<file path="src/design/tssc_pkg.sv">
// tssc_pkg: shared constants, controller states and the command/status
// structs of the target sum sign counter. Depends on nothing.

package tssc_pkg;

	localparam int WAYS_W           = 33;
	localparam int TARGET_W         = 11;
	localparam int MAX_TOTAL_DEF    = 1023;
	localparam int MAX_ITEMS_DEF    = 32;
	localparam int ELEMENT_BITS_DEF = 8;

	typedef enum logic [2:0] {
		ST_CLEAR,
		ST_IDLE,
		ST_SWEEP,
		ST_DRAIN,
		ST_READ,
		ST_CAPT
	} tssc_state_t;

	// controller to datapath
	typedef struct packed {
		logic accept;
		logic sweep_step;
		logic drain;
		logic rd_tgt;
		logic load_out;
		logic clr_step;
	} tssc_cmd_t;

	// datapath to controller
	typedef struct packed {
		logic apply;
		logic idx_last;
	} tssc_sts_t;

endpackage

</file>
<file path="src/design/tssc_ctrl.sv">
// tssc_ctrl: controller state machine and result valid flag.
// Depends on tssc_pkg.

module tssc_ctrl import tssc_pkg::*; (
	input  logic      clk,
	input  logic      arst_n,
	input  logic      in_valid,
	input  logic      in_last,
	output logic      in_ready,
	output logic      out_valid,
	input  logic      out_ready,
	input  tssc_sts_t sts,
	output tssc_cmd_t cmd
);

	tssc_state_t state_q, state_nxt;
	logic        last_q;
	logic        out_valid_q;
	logic        out_free;

	assign out_free = !out_valid_q || out_ready;

	always_comb begin
		state_nxt = state_q;
		unique case (state_q)
			ST_CLEAR: begin
				if (sts.idx_last) state_nxt = ST_IDLE;
			end
			ST_IDLE: begin
				if (in_valid) begin
					if (sts.apply) state_nxt = ST_SWEEP;
					else if (in_last) state_nxt = ST_READ;
				end
			end
			ST_SWEEP: begin
				if (sts.idx_last) state_nxt = ST_DRAIN;
			end
			ST_DRAIN: begin
				state_nxt = last_q ? ST_READ : ST_IDLE;
			end
			ST_READ: begin
				state_nxt = ST_CAPT;
			end
			ST_CAPT: begin
				if (out_free) state_nxt = ST_CLEAR;
			end
			default: begin
				state_nxt = ST_CLEAR;
			end
		endcase
	end

	always_comb begin
		cmd      = '0;
		in_ready = 1'b0;
		unique case (state_q)
			ST_CLEAR: cmd.clr_step = 1'b1;
			ST_IDLE: begin
				in_ready   = 1'b1;
				cmd.accept = in_valid;
			end
			ST_SWEEP: cmd.sweep_step = 1'b1;
			ST_DRAIN: cmd.drain = 1'b1;
			ST_READ: cmd.rd_tgt = 1'b1;
			ST_CAPT: cmd.load_out = out_free;
			default: cmd = '0;
		endcase
	end

	always_ff @(posedge clk or negedge arst_n) begin
		if (!arst_n) begin
			state_q     <= ST_CLEAR;
			last_q      <= 1'b0;
			out_valid_q <= 1'b0;
		end else begin
			state_q <= state_nxt;
			if (cmd.accept) begin
				last_q <= in_last;
			end
			if (cmd.load_out) begin
				out_valid_q <= 1'b1;
			end else if (out_ready) begin
				out_valid_q <= 1'b0;
			end
		end
	end

	assign out_valid = out_valid_q;

endmodule

</file>
<file path="config.mk">
export PLATFORM = sky130hd
export DESIGN_NAME = tssc_ctrl
export DESIGN_NICKNAME = d
export VERILOG_FILES = /design/src/design/tssc_pkg.sv /design/src/design/tssc_ctrl.sv
export SDC_FILE = /design/constraint.sdc
export NUM_CORES = 1
export LEC_CHECK = 0
export ABC_AREA = 1
export BUFFER_PORTS_ARGS = -buffer_cell sky130_fd_sc_hd__buf_2
export CELL_PAD_IN_SITES_DETAIL_PLACEMENT = 2
export CELL_PAD_IN_SITES_GLOBAL_PLACEMENT = 2
export CORE_MARGIN = 1
export CORE_UTILIZATION = 21
export DETAILED_ROUTE_END_ITERATION = 10
export PLACE_DENSITY = 0.79
export SYNTH_ARGS = -nofsm -noshare
export SYNTH_HDL_FRONTEND = slang
export SYNTH_SLANG_ARGS = --single-unit
</file>
<file path="constraint.sdc">
create_clock -name clk -period 1.3 [get_ports clk]
set_clock_uncertainty 0.2 [all_clocks]
set_input_delay 0.195 -clock clk [delete_from_list [all_inputs] [get_ports clk]]
set_output_delay 0.195 -clock clk [all_outputs]
set_load 0.02 [all_outputs]
</file>
==> qor.csv <==
metric,value,unit
Worst path slowest cell,dfrtp_2,
combinational power share,78.5,%
internal reg-to-reg setup slack,-0.19,ns
Worst R2R End,state_q[0]$_DFFE_PN0P_,
Port Buffers,14,
most common cell in the netlist,nand2_1,
row count,14,
number of global-route vias before repair,602,
CTS Buf Count,3,
hpwl dp,1040,µm
fin. max-slew vios,0,
Synth Flop Type,dfrtp_1,
pre-CTS WS,-0.0720,ns
Syn Inst Count,54,
area added between synthesis and finish,130,%
hold slack,0.0527,ns
worst endpoint data arrival time,1.26,ns
final wirelength,2290,µm
GP Congestion,0.738,
post-synthesis compound-gate area fraction,7.14,%
PD cells,3010,nW/µm²
DR iter-0 viols,3,
"Hold Vio Cnt, Final",0,
r2r worst-path depth,7,
grt total ovfl,0,
top post-synthesis cells by area,"dfrtp_1 36%, nand3_1 13%, nand2_1 11%",
failing checks,negative setup slack,
Seq pwr share,12.9,%
Switching Share,49.0,%
hold_sp,sts[0],
Crit Path Max Fanout,5,
ANT cells,0,
list of most frequent post-synthesis cells,"10 x nand2_1, 9 x inv_1, 9 x nand3_1",
Total Power,2.42,mW
worst-margin pin slew,0.297,ns
DP Area,490,µm²
drt first pass iters,4,
largest area contributor in the synthesized netlist,dfrtp_1,
Crit. End Element,output pin,
worst hold endpoint,state_q[1]$_DFFE_PN0P_,
worst path cell trace,nor2_4 -> nand2_4 -> nor2_4 -> buf_6,
headroom to the max-slew limit,80.1,%
vias per std cell,4.91,
fraction of registers with async set/reset,100,%
main combinational cell family by area after synthesis,simple AND/OR/NAND/NOR gates,
unrepaired setup endpoints after global routing,yes,
clock share of power,8.6,%
Yosys reg bits,5,
P_sw,1.19,mW
r2r startpoint,state_q[1]$_DFFE_PN0P_,
Required @ worst endpoint,0.90,ns
post-synthesis mux area share,0,%
Final setup viols,11,
Fmax,603,MHz
status,"complete, but fails checks",
average wire per standard cell,20.7,µm
Post-route DRC,0,
fin crit period,1.66,ns
Total GRT Usage,24.7,%
antenna-violating nets left,0,
clock tree from TritonCTS,done,
Inst Count DP,89,
clock sink count,5,
CTS root buffer,clkbuf_4,
setup ws final,-0.358,ns
initial antenna violation count,0,
"Cell Area, Synth",350,µm²
num ports,15,
Startpoint Class,flip-flop,
CP startpoint,state_q[1]$_DFFE_PN0P_,
share of the synthesized area in the top cell type,35.7,%
"Seq/Total Area, Yosys",35.7,%
share of layout cells above drive strength 1,69.5,%
leakage,0.424,nW
most used cell along the critical path,nor2_4,
first-pass GRT wire length,3130,µm
"Distinct cells, synth",13,
initial core utilization,23.0,%
max incr delay on CP,0.46,ns
Worst Hold Path Cells,4,
H-Tree Depth,1,
Post-Syn Area per Cell,6.49,µm²
die width,42.8,µm
P_int,1.24,mW
Peak supply drop,0.00126,V
fin cells,111,
CTS Buffer Depth,2,
clk_lat worst skew,0.26,ns
Mapped Nets,61,
Via Count,545,
final layout net count,103,
Final Instance Area,806,µm²
Adder-Cell Fraction of Synth Area,0,%
Core Footprint,1520,µm²
kind of critical path,reg2out,
Yosys warning count,0,
DIE AREA,1840,µm²
Post-Synth XOR/XNOR Area,0,%
number of flops mapped to enable cells by yosys,0,
type of the worst min-delay path,in2reg,
largest net degree at the start of global routing,7,
die height,42.8,µm
"Clk pin slew, worst setup/hold paths",0.05,ns
Post-Synth Simple-Gate Area,44.3,%
period utilisation layout,128,%
Max Cap Viol,0,
[stage by stage]
step / utilization, % / TNS (ns)
floorplan: - / -0.00314
global placement: 32.2 / -0.109
detailed placement: 32.2 / -0.311
CTS: 44.7 / -2.50
global route: 52.9 / -3.42
finish: 52.9 / -2.86
[registers in the layout, summed over array words and instances (netlist names)]
signal,cells
out_valid,1
last_q,1
state_q,3
[worst max path at each step]
| stage | endpoint | slack, ns |
|---|---|---|
| global route | cmd[5] | -0.41 |
| floorplan | cmd[1] | -0.003 |
| detailed placement | cmd[1] | -0.07 |
| finish | cmd[5] | -0.36 |
| global placement | cmd[1] | -0.05 |
| CTS | cmd[1] | -0.32 |
[repair_timing]
item                                    in CTS  in global routing
hold buffers                                 3                  0
pin swaps                                    4                 11
endpoints found under the setup margin      11                 11
setup buffers                                9                  7
resized for setup                           22                 24
hold endpoints to repair                     7                  0
[kinds of logic (layout without fill, tap and decap cells)]
family | count (synthesis) | count (layout)
simple gates | 32 | 32
buf+inv | 12 | 53
compound gates | 5 | 5
flops | 5 | 5
[final cells by class]
cell class	instances	area, µm²
fillers	168	718
repair buffers	37	305
multi-input cells	37	278
flip-flops and latches	5	126
inverters	12	50.0
clock buffers	4	26.3
well taps	16	20.0
[cell usage in the layout (no fill, tap or decap), types with 2 or more instances in the layout]
cell type,netlist,layout
nor2_1,7,3
inv_4,0,2
nand2_4,1,2
dfrtp_1,5,4
inv_2,3,5
buf_6,0,10
nand3_2,0,4
clkbuf_4,0,3
nand2_2,0,3
nand3_1,9,3
buf_2,0,7
nand3_4,0,2
nand2_1,10,6
dlygate4sd3_1,0,3
buf_4,0,17
nor2_2,2,3
nor2_4,1,4
inv_1,9,5
[power by group through the flow]
| stage | sequential [mW] | clock [mW] | combinational, mW |
|---|---|---|---|
| floorplan | 0.325 | 0 | 0.584 |
| global placement | 0.294 | 0 | 0.937 |
| detailed placement | 0.301 | 0 | 0.976 |
| CTS | 0.319 | 0.202 | 1.40 |
| global route | 0.320 | 0.231 | 2.00 |
| finish | 0.313 | 0.209 | 1.90 |
[per-layer routing]
layer	vias to the layer above	wire (µm)	GRT usage [%]
li1	250	-	-
met1	282	1000	29.4
met2	11	1210	44.8
met3	2	55	6.38
met4	0	21	3.75
met5	-	0	0
[worst max-delay path, delay by kind of cell (launching register included)]
kind	cells	cell delay, ns
flops	1	0.46
buf+inv	1	0.13
simple gates	3	0.42
No activity file was read; power rests on OpenSTA's default activity.
